$ cat config.mk
export PLATFORM = sky130hd
export DESIGN_NAME = blqr_front
export DESIGN_NICKNAME = d
export VERILOG_FILES = /design/src/rtl/blqr_pkg.sv /design/src/rtl/blqr_front.sv
export SDC_FILE = /design/constraint.sdc
export NUM_CORES = 1
export LEC_CHECK = 0
export ABC_CLOCK_PERIOD_IN_PS = 3150
export BUFFER_PORTS_ARGS = -buffer_cell sky130_fd_sc_hd__buf_2
export CORE_MARGIN = 8
export CORE_UTILIZATION = 45
export CTS_CLUSTER_SIZE = 30
export DETAILED_ROUTE_END_ITERATION = 16
export HOLD_SLACK_MARGIN = 0.06
export PLACE_DENSITY_LB_ADDON = 0.1
export SYNTH_ARGS = -nofsm -noshare
export SYNTH_HDL_FRONTEND = slang
export SYNTH_SLANG_ARGS = --single-unit
export TNS_END_PERCENT = 100
$ cat constraint.sdc
create_clock -name clk -period 3.15 [get_ports clk]
set_input_delay 0.1575 -clock clk [delete_from_list [all_inputs] [get_ports clk]]
set_output_delay 0.1575 -clock clk [all_outputs]
set_load 0.02 [all_outputs]
$ cat src/rtl/blqr_pkg.sv
`timescale 1ns / 1ps

package blqr_pkg;

  // Wheel count default; the ports always carry a left and a right wheel.
  localparam int WHEEL_COUNT_DEF = 2;

  // Command queue between front and back.
  localparam int QUEUE_DEPTH = 4;

  localparam int CFG_IDX_W  = 3;
  localparam int CFG_DATA_W = 24;

  // Item kinds carried in the func field.
  localparam logic FUNC_EDGE = 1'b0;
  localparam logic FUNC_TICK = 1'b1;

  typedef enum logic [CFG_IDX_W-1:0] {
    REG_GAIN_TILT       = 3'd0,
    REG_GAIN_TILT_RATE  = 3'd1,
    REG_GAIN_WHEEL_RATE = 3'd2,
    REG_POWER_LIMIT     = 3'd3,
    REG_STOP_ANGLE      = 3'd4
  } cfg_reg_t;

  localparam logic [23:0] GAIN_TILT_RST       = 24'd789146;
  localparam logic [23:0] GAIN_TILT_RATE_RST  = 24'd85325;
  localparam logic [23:0] GAIN_WHEEL_RATE_RST = 24'd25600;
  localparam logic [7:0]  POWER_LIMIT_RST     = 8'd255;
  localparam logic [14:0] STOP_ANGLE_RST      = 15'd7680;

  // Low-pass coefficients x65536: 0.854 and 0.0728.
  localparam logic [16:0] COEF_KEEP = 17'd55968;
  localparam logic [12:0] COEF_NEW  = 13'd4771;

  // Counts per 10 ms to deg/s x16 is x9600/11 = x872 + x8/11.
  localparam logic [9:0]  RATE_INT    = 10'd872;
  // ceil(2^20 / 11), exact floor division by 11 for the narrow remainder term.
  localparam logic [16:0] RECIP_11    = 17'd95326;
  localparam int          RECIP_SHIFT = 20;
  // Largest |delta| whose rate still fits 24-bit signed.
  localparam logic [15:0] SAT_DELTA   = 16'd9611;

  localparam logic signed [23:0] S24_MAX = 24'sh7FFFFF;
  localparam logic signed [23:0] S24_MIN = 24'sh800000;

  typedef struct packed {
    logic [23:0] gain_tilt;
    logic [23:0] gain_tilt_rate;
    logic [23:0] gain_wheel_rate;
    logic [7:0]  power_limit;
    logic [14:0] stop_angle;
  } cfg_t;

  // Classified word handed from front to back.
  typedef struct packed {
    logic        is_tick;
    logic        wheel;
    logic        up;
    logic        trip;
    logic [15:0] angle;
    logic [15:0] rate;
  } cmd_t;

endpackage

$ cat src/rtl/blqr_front.sv
`timescale 1ns / 1ps

module blqr_front #(
  parameter int WHEEL_COUNT = blqr_pkg::WHEEL_COUNT_DEF
) (
  input  logic               clk,
  input  logic               rst,
  input  logic               in_valid,
  output logic               in_stall,
  input  logic               func,
  input  logic               wheel,
  input  logic               phase_b,
  input  logic signed [15:0] tilt_angle,
  input  logic signed [15:0] tilt_rate,
  input  logic [14:0]        stop_angle,
  output logic               q_push,
  output blqr_pkg::cmd_t     q_data,
  input  logic               q_full
);
  import blqr_pkg::*;

  logic        slot_valid;
  cmd_t        slot;
  logic        accept;
  logic        keep;
  logic [16:0] angle_ext;
  logic [16:0] angle_mag;
  cmd_t        word;

  assign in_stall = slot_valid && q_full;
  assign accept   = in_valid && !in_stall;
  assign q_push   = slot_valid && !q_full;
  assign q_data   = slot;

  // Tilt magnitude vs. stop threshold; equal does not trip.
  assign angle_ext = {tilt_angle[15], tilt_angle};
  assign angle_mag = angle_ext[16] ? (~angle_ext + 17'd1) : angle_ext;

  // Edges for a wheel that does not exist are dropped here.
  assign keep = (func == FUNC_TICK) || (int'(wheel) < WHEEL_COUNT);

  always_comb begin
    word.is_tick = (func == FUNC_TICK);
    word.wheel   = wheel;
    word.up      = phase_b;
    word.trip    = angle_mag > {2'b00, stop_angle};
    word.angle   = tilt_angle;
    word.rate    = tilt_rate;
  end

  always_ff @(posedge clk) begin
    if (rst) begin
      slot_valid <= 1'b0;
    end else if (accept) begin
      slot_valid <= keep;
    end else if (q_push) begin
      slot_valid <= 1'b0;
    end
  end

  always_ff @(posedge clk) begin
    if (accept) begin
      slot <= word;
    end
  end

endmodule

==> summary.md <==
| Metric | Value |
|---|---|
| Synth warn | `0` |
| CTS Buffer Depth | `2` |
| Residual DRC | `0` |
| Design Area, Final | `approximately 2600 um^2` |
| Hold depth | `1` |
| Post-DR wirelength/cell | `roughly 15 um` |
| HPWL after detailed placement | `3630 um` |
| H-tree levels | `2` |
| Port Buf Inserts | `91` |
| Resized cells post-CTS | `0` |
| Clock Latency Late Sink | `280 ps` |
| Worst hold start | `tilt_rate[5]` |
| Post-synth net total | `about 210` |
| CP Launch Type | `primary input` |
| Most frequent cells in the layout | `buf_2 (91), edfxtp_1 (36), dlygate4sd3_1 (19)` |
| Area of the multi-input gates | `between 600 and 700 um^2` |
| Die area | `6320 um^2` |
| Largest net degree at the start of global routing | `37` |
| Fillcell total | `between 300 and 400` |
| Vias in the first global route | `1565` |
| CP required | `3180 ps` |
| CORE AREA | `3940 um^2` |
| Critical Path AT | `about 2700 ps` |
| Max-slew violation count | `0` |
| First-pass GRT wire length | `7400 um` |
| Die Height | `79.5 um` |
| Initial Utilization | `roughly 46%` |
| Diode count | `0` |
| Cells after Synth | `139` |
| Gr usage total | `14.8%` |
| Hold Vio Cnt, Final | `0` |
| Core Util, Final | `66.1%` |
| WS Path Type | `primary input to flop` |
| RR Startpoint | `slot_valid` |
| Clk sinks | `37` |
| Register area share after synthesis | `60.7%` |
| Final wirelength | `4680 um` |
| Worst Hold Class | `primary input to flop` |
| Vias | `1500` |
| Drt via density | `4.90` |
| Fin nets | `325` |
| Period utilization | `83.5%` |
| Setup Viol. Count Final | `0` |
| CTS tree | `built` |
| Period minus WS final | `2630 ps` |
| DP Area | `2340 um^2` |
| RSZ-0062 raised after global routing | `false` |
| Die X | `79.5 um` |
| FF-to-FF path depth | `2` |
| Most common cell after layout, fill and taps aside | `buf_2` |
| Nature of the critical path endpoint | `flop` |
| Clock root buffer master | `clkbuf_8` |
| Initial drt markers | `65` |
| Max-slew headroom | `36.4%` |
| Pwr per Cell Area | `434 nW/um^2` |
| Max-Cap Viols | `0` |
| Drt first pass iters | `4` |
| Achievable Freq | `380 MHz` |
| Worst slew pin tran | `~950 ps` |
| FF/Latch Area | `1100 um^2` |
| Avg Inst Size Synth | `13.1 um^2` |
| Initial antenna violation count | `0` |
| Share of layout cells above drive strength 1 | `between 30% and 40%` |
| Crit path max fanout | `5` |
| CTS buffer count | `5` |
| Synth Register Bits | `37` |
| Critical Path Source | `tilt_angle[8]` |
| Clock edge transition at the registers on the reported setup and hold paths | `~70 ps` |
| GRT Residual Overflow | `0` |
| Rows | `23` |
| Post-DRT Antenna Nets | `0` |
| Cell Area, Synth | `about 1800 um^2` |
| Clock Skews | `3.93 ps` |
| GP Congestion | `slightly above 0.8` |
| P_leak | `approximately 1.2 nW` |
| Setup TNS | `0 ps` |
| I/O pin count | `92` |
| Area Growth Syn to Fin | `43.7%` |
| Peak VDD IR | `0.165 mV` |
| Status | `finished, final reports clean` |
| Hold Slack | `~70 ps` |
| Netlist cell types | `26` |
[state kept, by name, indices dropped and copies added, names as in the netlist]
signal / cells
slot_valid: 1
q_data: 36
[cells by family after synthesis]
family                     after synthesis  synth area share [%]
xor gates and xnor gates                13                  6.28
DFF                                     37                  60.7
and+or+nand+nor                         31                  9.17
adders and majority gates               16                  11.0
buffers and inverters                   17                  3.52
AOI/OAI and AO/OA                       25                  9.31
[routing by layer]
metal | GRT usage, % | share of wire (%)
met5 | 0 | 0
met4 | 7.22 | 2.8
met3 | 5.18 | 9.2
met2 | 24.9 | 49
met1 | 16.3 | 39
[stage by stage]
stage	setup WS [ps]	std cells	power, W
2_1_floorplan	569	139	0.000727
3_3_place_gp	391	279	0.000809
3_5_place_dp	290	279	0.000820
4_1_cts	575	305	0.00114
5_1_grt	430	306	0.00119
6_report	521	306	0.00113
[repair_timing]
action                                 in CTS  in global routing
setup buffers                               0                  0
endpoints found under the hold margin      18                  1
hold buffers                               18                  1
[worst paths after layout]
check,endpoint,slack [ps]
max,q_data[32],520
min,q_data[5],70
max reg2reg,q_data[11],1520
min reg2reg,slot_valid,660
[cell type report]
class / count / share of cell area [%]
Sequential cell: 37 / 42.2
Clock buffer: 8 / 3.07
Inverter: 16 / 2.30
Tap cell: 50 / 2.40
Timing Repair Buffer: 110 / 24.8
Multi-Input combinational cell: 85 / 25.2
[cell usage after synthesis]
cell type / number / area (um^2)
edfxtp_1: 36 / 1080
ha_1: 16 / 200
inv_1: 16 / 60.1
xnor2_1: 13 / 114
nand2_1: 9 / 33.8
a21oi_1: 8 / 40.0
o21ai_0: 6 / 30.0
nor2_1: 5 / 18.8
o31ai_1: 4 / 30.0
nand2b_1: 3 / 18.8
nand4_1: 3 / 18.8
a211o_1: 2 / 17.5
nor2b_1: 2 / 12.5
nor4_1: 2 / 12.5
o41ai_1: 2 / 17.5
or3_1: 2 / 12.5
and2_1: 1 / 6.26
clkbuf_1: 1 / 3.75
dfxtp_1: 1 / 20.0
nand3_1: 1 / 5.00
nor3_1: 1 / 5.00
o21a_1: 1 / 7.51
o21ai_1: 1 / 5.00
o31ai_4: 1 / 21.3
or3_4: 1 / 11.3
or4_4: 1 / 11.3
[report_power, final]
part / switching, W / total [W] / internal (W)
combinational: 0.000138 / 0.000245 / 0.000107
sequential: 0.00000637 / 0.000583 / 0.000576
clock: 0.000147 / 0.000304 / 0.000157
total: 0.000291 / 0.00113 / 0.000841
[worst max-delay path, stage by stage]
cell,delay (ps)
buf_2,130
or4_4,530
or3_4,370
o31ai_4,190
xnor2_1,160
ha_1,290
a21oi_1,200
nand2_1,80
a211o_1,270
o21ai_0,170
o31ai_1,100
(Power assumes the default switching activity.)
