## src/rtl/blqr_pkg.sv

```systemverilog
`timescale 1ns / 1ps

package blqr_pkg;

  // Wheel count default; the ports always carry a left and a right wheel.
  localparam int WHEEL_COUNT_DEF = 2;

  // Command queue between front and back.
  localparam int QUEUE_DEPTH = 4;

  localparam int CFG_IDX_W  = 3;
  localparam int CFG_DATA_W = 24;

  // Item kinds carried in the func field.
  localparam logic FUNC_EDGE = 1'b0;
  localparam logic FUNC_TICK = 1'b1;

  typedef enum logic [CFG_IDX_W-1:0] {
    REG_GAIN_TILT       = 3'd0,
    REG_GAIN_TILT_RATE  = 3'd1,
    REG_GAIN_WHEEL_RATE = 3'd2,
    REG_POWER_LIMIT     = 3'd3,
    REG_STOP_ANGLE      = 3'd4
  } cfg_reg_t;

  localparam logic [23:0] GAIN_TILT_RST       = 24'd789146;
  localparam logic [23:0] GAIN_TILT_RATE_RST  = 24'd85325;
  localparam logic [23:0] GAIN_WHEEL_RATE_RST = 24'd25600;
  localparam logic [7:0]  POWER_LIMIT_RST     = 8'd255;
  localparam logic [14:0] STOP_ANGLE_RST      = 15'd7680;

  // Low-pass coefficients x65536: 0.854 and 0.0728.
  localparam logic [16:0] COEF_KEEP = 17'd55968;
  localparam logic [12:0] COEF_NEW  = 13'd4771;

  // Counts per 10 ms to deg/s x16 is x9600/11 = x872 + x8/11.
  localparam logic [9:0]  RATE_INT    = 10'd872;
  // ceil(2^20 / 11), exact floor division by 11 for the narrow remainder term.
  localparam logic [16:0] RECIP_11    = 17'd95326;
  localparam int          RECIP_SHIFT = 20;
  // Largest |delta| whose rate still fits 24-bit signed.
  localparam logic [15:0] SAT_DELTA   = 16'd9611;

  localparam logic signed [23:0] S24_MAX = 24'sh7FFFFF;
  localparam logic signed [23:0] S24_MIN = 24'sh800000;

  typedef struct packed {
    logic [23:0] gain_tilt;
    logic [23:0] gain_tilt_rate;
    logic [23:0] gain_wheel_rate;
    logic [7:0]  power_limit;
    logic [14:0] stop_angle;
  } cfg_t;

  // Classified word handed from front to back.
  typedef struct packed {
    logic        is_tick;
    logic        wheel;
    logic        up;
    logic        trip;
    logic [15:0] angle;
    logic [15:0] rate;
  } cmd_t;

endpackage

```

## src/rtl/blqr_queue.sv

```systemverilog
`timescale 1ns / 1ps

module blqr_queue (
  input  logic           clk,
  input  logic           rst,
  input  logic           push,
  input  blqr_pkg::cmd_t push_data,
  output logic           full,
  input  logic           pop,
  output logic           not_empty,
  output blqr_pkg::cmd_t pop_data
);
  import blqr_pkg::*;

  localparam int PTR_W = $clog2(QUEUE_DEPTH);
  localparam int CNT_W = $clog2(QUEUE_DEPTH + 1);

  cmd_t             slots [QUEUE_DEPTH];
  logic [PTR_W-1:0] head;
  logic [PTR_W-1:0] tail;
  logic [CNT_W-1:0] count;
  logic             do_push;
  logic             do_pop;

  assign full      = (count == CNT_W'(QUEUE_DEPTH));
  assign not_empty = (count != '0);
  assign do_push   = push && !full;
  assign do_pop    = pop && not_empty;
  assign pop_data  = slots[head];

  always_ff @(posedge clk) begin
    if (rst) begin
      head  <= '0;
      tail  <= '0;
      count <= '0;
    end else begin
      if (do_push) begin
        tail <= tail + PTR_W'(1);
      end
      if (do_pop) begin
        head <= head + PTR_W'(1);
      end
      if (do_push && !do_pop) begin
        count <= count + CNT_W'(1);
      end else if (do_pop && !do_push) begin
        count <= count - CNT_W'(1);
      end
    end
  end

  always_ff @(posedge clk) begin
    if (do_push) begin
      slots[tail] <= push_data;
    end
  end

endmodule

```

## config.mk

```make
export PLATFORM = sky130hd
export DESIGN_NAME = blqr_queue
export DESIGN_NICKNAME = d
export VERILOG_FILES = /design/src/rtl/blqr_pkg.sv /design/src/rtl/blqr_queue.sv
export SDC_FILE = /design/constraint.sdc
export NUM_CORES = 1
export LEC_CHECK = 0
export ABC_AREA = 1
export BUFFER_PORTS_ARGS = -buffer_cell sky130_fd_sc_hd__buf_2
export CAP_MARGIN = 20
export CORE_MARGIN = 8
export CORE_UTILIZATION = 30
export CTS_CLUSTER_DIAMETER = 50
export DETAILED_ROUTE_END_ITERATION = 8
export PLACE_DENSITY = 0.58
export SLEW_MARGIN = 20
export SYNTH_ARGS = -nofsm -noshare
export SYNTH_HDL_FRONTEND = slang
export SYNTH_SLANG_ARGS = --single-unit
```

## constraint.sdc

```tcl
create_clock -name clk -period 2.45 [get_ports clk]
set_input_delay 0.3675 -clock clk [delete_from_list [all_inputs] [get_ports clk]]
set_output_delay 0.3675 -clock clk [all_outputs]
set_load 0.01 [all_outputs]
```

==> run_results.csv, run 1 <==
group,metric,value,unit
place,place_ws,0.432,ns
final_layout,layout_commonest_cell,"edfxtp_1",
final_layout,final_cells,778,
floorplan,core,19300,µm²
critical_path,required,2.08,ns
floorplan,ios,78,
clocking,cts.sinks,153,
sta,slew_headroom,61.3,%
detailed_routing,postRouteWirelength,12.5,mm
min_path,holdCritPathClass,"in -> reg",
global_routing,grt_start_max_net_pins,73,
power_and_ir_drop,peakVddDrop,0.531,mV
synthesis,yosysWarnings,0,
clocking,insertion_delay,0.42,ns
floorplan,fp-row-count,51,
sta,finClkSkew,0.0111,ns
synthesis,syn-num-nets,463,
detailed_routing,ant_nets,0,
final_layout,fillers,1838,
sta,fin_ws,0.204,ns
clocking,cts-resized-gates,0,
sta,whs,0.159,ns
detailed_routing,first_pass_iters,4,
clocking,clk_path_buf_depth,2,
critical_path,critPathBufInv,3,
clocking,cts_root_buffer,"clkbuf_16",
critical_path,cp-end-kind,"output port",
sta,layout_min_cycle_time,2.25,ns
detailed_routing,vias,3470,
global_routing,grt_pass1_wl,19.5,mm
global_routing,grt.total_usage,10.7,%
sta,rsz0062_at_grt,"false",
critical_path,critPathKind,"reg -> out",
clocking,htree_num_levels,4,
place,dp.cells,745,
power_and_ir_drop,power_density,1080,nW/µm²
clocking,holdBufCountCts,0,
detailed_routing,wl_per_cell,16.1,µm
synthesis,synth.distinct_cells,22,
global_routing,grtUsageMet3,4.10,%
detailed_routing,drt-initial-drc-count,152,
clocking,tritoncts,"built",
clocking,cts.clk_slew.worst_paths,0.06,ns
detailed_routing,route.detailed.drc,0,
sta,final_hold_viol_count,0,
detailed_routing,viasPerCell,4.46,
sta,slew_viol_final,0,
global_routing,antenna_found_initial,3,
critical_path,reg2reg_slack,0.42,ns
global_routing,use_met1,12.0,%
sta,worst_pin_slew,0.579,ns
global_routing,grt_busiest_layer,"met2",
synthesis,synthCells,417,
power_and_ir_drop,power_leakage,2.52,nW
global_routing,grt_use_met2,18.4,%
critical_path,crit_family,"buffers and inverters",
clocking,post_cts_buffers,0,
final_layout,final_cell_mix,"edfxtp_1 (144), nor2_1 (81), buf_2 (77), o21ai_0 (39), o22ai_1 (36)",
critical_path,critPathSlowestCell,"clkinv_2",
critical_path,path_cells,"clkinv_2, buf_4, o21ai_1, o22ai_1, buf_2",
critical_path,critPathMaxFanout,33,
place,port_buffers,77,
floorplan,die_w,156,µm
floorplan,start_util,30.3,%
synthesis,syn_avg_cell_area,14.0,µm²
critical_path,critPathMaxStageDelay,0.45,ns
final_layout,area_growth,22.6,%
final_layout,final_nets,545,
synthesis,ys_ff_latch,153,
power_and_ir_drop,power,0.00773,W
sta,fin_crit_sh,91.7,%
synthesis,yosysSeqAreaShare,77.0,%
global_routing,overflow,0,
floorplan,dieArea,24200,µm²
synthesis,netlist_area,5850,µm²
floorplan,die_y,156,µm
critical_path,startpoint_type,"register",
final_layout,drive_gt1_share,25.2,%
place,hpwl,7.69,mm
final_layout,post-route-util,37.1,%
sta,fmax,445,MHz
job,maxCapViolations,0,
sta,setup_viol_count_final,0,
critical_path,crit_arrival,1.88,ns
global_routing,grt_pass1_vias,3585,
clocking,cts_inserted_buffers,17,
outcome,status,"completed",
place,gp_routability_congestion,0.729,
[synthesized netlist by cell type]
cell type	number	share of area [%]
buf_2	9	0.77
nand3_1	4	0.34
buf_4	7	0.90
ha_1	5	1.1
buf_6	6	1.2
o21ai_1	34	2.9
o21ai_0	39	3.3
nand2_2	3	0.32
nand2_1	12	0.77
inv_2	1	0.064
nor2_1	85	5.5
nor2_2	1	0.11
a21oi_1	3	0.26
inv_1	14	0.90
edfxtp_1	144	74
dfxtp_1	9	3.1
o22ai_1	36	3.8
fa_1	1	0.34
inv_6	1	0.15
clkinv_2	1	0.085
nand3b_1	1	0.13
xor2_1	1	0.15
[worst paths after layout]
kind,start,to,depth (start not counted)
setup / recovery,register,pop_data[9],5
hold / removal,push_data[4],slots[0][4],1
setup reg to reg,count[0],count[2],11
hold reg to reg,head[1],register,2
[layer usage]
layer	share of wire, %	up-vias
li1	-	1706
met1	42	1673
met2	52	71
met3	5.1	16
met4	0.93	4
met5	0.18	-
[cell families after synthesis]
logic type	after synthesis	synth area share, %
AOI/OAI and AO/OA	112	10.3
xor gates and xnor gates	1	0.150
adders and majority gates	6	1.41
buffers and inverters	39	4.02
DFF	153	77.0
and+or+nand+nor	106	7.12
[stage by stage]
step / TNS, ns / cell area (µm²)
floorplan: -22.49 / 5850
global placement: 0 / 6550
detailed placement: 0 / 6550
CTS: 0 / 7170
global route: 0 / 7170
finish: 0 / 7170
[report_power, final]
part	switching [W]	internal, W	leakage [nW]
Sequential	0.000113	0.00318	1.39
Clock	0.00101	0.00166	0.290
Combinational	0.00116	0.000605	0.836
Total	0.00228	0.00545	2.52
[cell type report]
type | count | area, µm² | area share, %
inverters | 17 | 70.1 | 0.977
well taps | 265 | 332 | 4.62
repair buffers | 85 | 499 | 6.96
diodes | 1 | 2.50 | 0.0349
clock buffers | 19 | 453 | 6.31
multi-input cells | 225 | 1140 | 15.9
clock inverters | 13 | 168 | 2.34
flip-flops and latches | 153 | 4510 | 62.8
[state kept, by name, summed over array words and instances (netlist names), named ones only]
| name | cells |
|---|---|
| tail | 2 |
| count | 3 |
| slots | 144 |
| head | 2 |
[worst reg2reg max path, delay by kind of cell, from the launching register on]
kind | cells | cell delay (ns)
fa+ha+maj | 2 | 0.56
simple gates | 7 | 0.78
buf+inv | 2 | 0.18
flops | 1 | 0.41
Note: power is estimated with default switching activity, not from simulation.
==> run 2, diff against run 1 <==
==> constraint.sdc (replaced) <==
create_clock -name clk -period 2.45 [get_ports clk]
set_input_delay 0.3675 -clock clk [delete_from_list [all_inputs] [get_ports clk]]
set_output_delay 0.3675 -clock clk [all_outputs]
set_load 0.05 [all_outputs]
==> run_results.csv, run 2 (same netlist as run 1, synthesis figures left out) <==
group,metric,value,unit
outcome,status,"completed",
final_layout,layout_commonest_cell,"edfxtp_1",
detailed_routing,vias,3594,
power_and_ir_drop,peakVddDrop,0.539,mV
clocking,cts.sinks,153,
power_and_ir_drop,power,0.00835,W
critical_path,crit_family,"buffers and inverters",
sta,tns,0,ns
sta,final_hold_viol_count,0,
global_routing,grt_pass1_wl,20.6,mm
final_layout,largest_reg_flops,144,
place,dpl_cell_area,6530,µm²
detailed_routing,ant_nets,0,
critical_path,rr_worst_depth,13,
critical_path,path_cells,"inv_6, o21ai_0, o22ai_1, buf_2",
critical_path,critPathSlowestCell,"inv_6",
floorplan,die_w,156,µm
clocking,tritoncts,"built",
clocking,post_cts_buffers,0,
sta,rsz0062_at_grt,"false",
detailed_routing,highest_layer,"met5",
sta,worst_pin_slew,0.592,ns
final_layout,final_cell_mix,"edfxtp_1 (144), nor2_1 (81), buf_2 (77), o21ai_0 (39), o22ai_1 (36)",
sta,fin_ws,0.188,ns
detailed_routing,wl_met1,5.39,mm
detailed_routing,wl_met3,971,µm
critical_path,r2r_start,"count[0]",
clocking,holdBufCountCts,0,
final_layout,area_growth,20.5,%
critical_path,r2r_end,"count[2]",
job,maxCapViolations,0,
clocking,cts.clk_slew.worst_paths,0.06,ns
detailed_routing,wl_met2,6.73,mm
critical_path,critPathMaxStageDelay,0.42,ns
floorplan,die_y,156,µm
power_and_ir_drop,power_density,1180,nW/µm²
min_path,min-delay-start,"push_data[31]",
sta,layout_min_cycle_time,2.26,ns
critical_path,critPathKind,"reg -> out",
critical_path,required,2.08,ns
final_layout,fillers,1867,
detailed_routing,route.detailed.drc,0,
detailed_routing,viasPerCell,4.61,
critical_path,reg2reg_slack,0.38,ns
sta,slew_headroom,60.5,%
clocking,clk_path_buf_depth,2,
clocking,cts_root_buffer,"clkbuf_16",
floorplan,dieArea,24200,µm²
place,hpwl,8.19,mm
final_layout,diodes,0,
clocking,insertion_delay,0.42,ns
place,place_ws,0.398,ns
detailed_routing,first_pass_iters,4,
final_layout,regMostFlops,"slots",
global_routing,antenna_found_initial,3,
critical_path,startpoint_type,"register",
place,gp_routability_congestion,0.751,
global_routing,grt.total_usage,11.4,%
final_layout,reg_top3,"slots: 144 flops, count: 3 flops",
critical_path,cp-end-kind,"output port",
detailed_routing,wl_per_cell,17.0,µm
place,port_buffers,77,
final_layout,post-route-util,36.5,%
global_routing,grt_pass1_vias,3690,
min_path,holdCritPathClass,"in -> reg",
final_layout,fin_area,7050,µm²
critical_path,crit_arrival,1.89,ns
floorplan,ios,78,
min_path,whs_path_depth,1,
sta,finClkSkew,0.00743,ns
floorplan,start_util,30.3,%
final_layout,final_nets,549,
sta,setup_viol_count_final,0,
clocking,cts_inserted_buffers,17,
power_and_ir_drop,power_leakage,2.49,nW
sta,fin_crit_sh,92.3,%
clocking,htree_num_levels,4,
final_layout,drive_gt1_share,24.7,%
sta,fmax,442,MHz
global_routing,overflow,0,
floorplan,fp-row-count,51,
global_routing,grt_start_max_net_pins,73,
detailed_routing,drt-initial-drc-count,179,
detailed_routing,postRouteWirelength,13.3,mm
critical_path,critPathMaxFanout,72,
floorplan,core,19300,µm²
sta,slew_viol_final,0,
critical_path,critPathBufInv,2,
min_path,whs_endpoint,"slots[1][31]",
==> run 2: report_power, final <==
group / switching (W) / internal (W)
registers: 0.0000957 / 0.00318
logic: 0.00216 / 0.000594
clock network: 0.000946 / 0.00137
==> run 2: worst max path at each step <==
stage               cells after the start      endpoint  startpoint
finish                                  4  pop_data[30]    register
floorplan                               4   slots[0][0]    count[0]
global placement                        4  pop_data[21]    register
global route                            4  pop_data[20]    register
detailed placement                     13      count[2]    count[0]
CTS                                     4  pop_data[30]    register
==> run 2: cell type report <==
class	count	area, µm²	area share [%]
flip-flops and latches	153	4510	63.9
multi-input cells	225	1140	16.2
repair buffers	89	479	6.80
clock buffers	21	440	6.25
well taps	265	332	4.70
clock inverters	10	80.1	1.14
inverters	17	70.1	0.994
==> run 2: layer usage <==
layer | vias to the layer above | GRT usage [%]
met5 | - | 0
met4 | 6 | 3.74
met3 | 24 | 4.63
met2 | 103 | 19.6
met1 | 1751 | 12.6
li1 | 1710 | -
==> run 2: what timing repair did <==
action,CTS,global route
hold endpoints to repair,0,0
setup endpoints to repair,0,6
resized for setup,0,1
==> run 2: per-stage QoR <==
stage               instances  hold slack (ns)
floorplan                 417            0.437
global placement          749            0.469
detailed placement        749            0.491
CTS                       780            0.145
global route              780            0.144
finish                    780            0.166
==> run 3, diff against run 2 <==
--- a/config.mk
+++ b/config.mk
@@ -6,7 +6,7 @@
 export NUM_CORES = 1
 export LEC_CHECK = 0
 export ABC_AREA = 1
-export BUFFER_PORTS_ARGS = -buffer_cell sky130_fd_sc_hd__buf_2
+export BUFFER_PORTS_ARGS = -buffer_cell sky130_fd_sc_hd__buf_4
 export CAP_MARGIN = 20
 export CORE_MARGIN = 8
 export CORE_UTILIZATION = 30
==> run_results.csv, run 3 (same netlist as run 1, synthesis figures left out) <==
group,metric,value,unit
power_and_ir_drop,power_leakage,2.60,nW
min_path,min-delay-start,"push_data[24]",
final_layout,layout_commonest_cell,"edfxtp_1",
detailed_routing,vias,3576,
global_routing,grt_start_max_net_pins,73,
sta,slew_viol_final,0,
critical_path,path_cells,"buf_4, o21ai_0, o22ai_1, buf_4",
global_routing,overflow,0,
detailed_routing,wl_per_cell,16.9,µm
floorplan,die_y,156,µm
place,place_ws,0.427,ns
min_path,whs_path_depth,1,
critical_path,r2r_end,"count[1]",
critical_path,critPathMaxFanout,31,
final_layout,diodes,0,
global_routing,antenna_found_initial,0,
critical_path,critPathBufInv,2,
floorplan,ios,78,
clocking,holdBufCountCts,0,
critical_path,crit_family,"buffers and inverters",
sta,fmax,445,MHz
sta,layout_min_cycle_time,2.25,ns
critical_path,critPathSlowestCell,"dfxtp_2",
job,maxCapViolations,0,
floorplan,die_w,156,µm
sta,fin_ws,0.201,ns
clocking,insertion_delay,0.41,ns
clocking,clk_path_buf_depth,2,
final_layout,largest_reg_flops,144,
sta,rsz0062_at_grt,"false",
detailed_routing,route.detailed.drc,0,
floorplan,dieArea,24200,µm²
min_path,holdCritPathClass,"in -> reg",
power_and_ir_drop,peakVddDrop,0.614,mV
power_and_ir_drop,power_density,1200,nW/µm²
sta,worst_pin_slew,0.578,ns
detailed_routing,viasPerCell,4.58,
critical_path,required,2.08,ns
sta,slew_headroom,61.4,%
critical_path,cpMostUsedCell,"buf_4",
global_routing,grt.total_usage,11.2,%
floorplan,fp-row-count,51,
outcome,status,"completed",
detailed_routing,postRouteWirelength,13.2,mm
detailed_routing,ant_nets,0,
critical_path,crit_arrival,1.88,ns
final_layout,final_nets,549,
final_layout,fillers,1810,
place,hpwl,8.26,mm
sta,finClkSkew,0.00711,ns
global_routing,grt_pass1_vias,3659,
clocking,htree_num_levels,4,
final_layout,area_growth,25.4,%
detailed_routing,first_pass_iters,4,
critical_path,cp-end-kind,"output port",
place,gp_routability_congestion,0.729,
clocking,cts_inserted_buffers,17,
critical_path,startpoint_type,"register",
min_path,whs_endpoint,"slots[0][24]",
final_layout,drive_gt1_share,24.6,%
critical_path,reg2reg_slack,0.40,ns
detailed_routing,drt-initial-drc-count,240,
final_layout,final_cell_mix,"edfxtp_1 (144), buf_4 (85), nor2_1 (81), o21ai_0 (39), o22ai_1 (36)",
clocking,cts.clk_slew.worst_paths,0.06,ns
final_layout,regMostFlops,"slots",
critical_path,critPathKind,"reg -> out",
clocking,cts-resized-gates,0,
critical_path,r2r_start,"count[1]",
sta,whs,0.149,ns
global_routing,grt_pass1_wl,20.1,mm
floorplan,start_util,30.3,%
sta,final_hold_viol_count,0,
final_layout,reg_top3,"slots: 144 flops, count: 3 flops",
sta,setup_viol_count_final,0,
floorplan,core,19300,µm²
place,port_buffers,77,
critical_path,critPathMaxStageDelay,0.38,ns
clocking,tritoncts,"built",
clocking,post_cts_buffers,0,
clocking,cts.sinks,153,
critical_path,rr_worst_depth,9,
sta,fin_crit_sh,91.8,%
clocking,cts_root_buffer,"clkbuf_16",
==> run 3: changes by cell type in the layout (fill, tap and decap cells not counted), sizes merged <==
cell	delta
bufinv	+2
clkinv	+1
clkinvlp	-2
==> run 3: area by class of cell <==
cell class	count	area (µm²)	area share, %
clock buffer	21	440	6.00
clock inverter	11	129	1.76
inverter	17	70.1	0.955
multi-input combinational	225	1140	15.6
sequential	153	4510	61.4
tap	265	332	4.52
timing repair buffer	89	718	9.79
==> run 3: worst max path at each step <==
stage | from | to | depth (start not counted)
after floorplan | count[0] | slots[0][0] | 4
after global placement | count[1] | count[1] | 9
after detailed placement | count[1] | count[1] | 9
after CTS | register | pop_data[20] | 4
after global routing | register | pop_data[8] | 4
final | register | pop_data[33] | 4
==> run 3: report_power, final <==
| part | internal [W] | switching, W |
|---|---|---|
| Clock | 0.00158 | 0.000927 |
| Sequential | 0.00318 | 0.0000928 |
| Combinational | 0.000813 | 0.00218 |
==> run 3: per-layer routing <==
layer	share of wire [%]	global-route usage (%)
met4	1.3	3.97
met2	49	18.3
met3	6.0	4.49
met5	0	0
met1	44	13.0
==> run 3: stage by stage <==
| step | setup TNS [ns] | util [%] | total power, W | cell area (µm²) | std cells |
|---|---|---|---|---|---|
| 6_report | 0 | 38.0 | 0.00877 | 7340 | 781 |
| 5_1_grt | 0 | 38.0 | 0.00917 | 7340 | 781 |
| 4_1_cts | 0 | 38.0 | 0.00889 | 7340 | 781 |
| 3_5_place_dp | 0 | 35.0 | 0.00637 | 6770 | 749 |
| 3_3_place_gp | 0 | 35.0 | 0.00630 | 6770 | 749 |
| 2_1_floorplan | -22.49 | - | 0.00543 | 5850 | 417 |
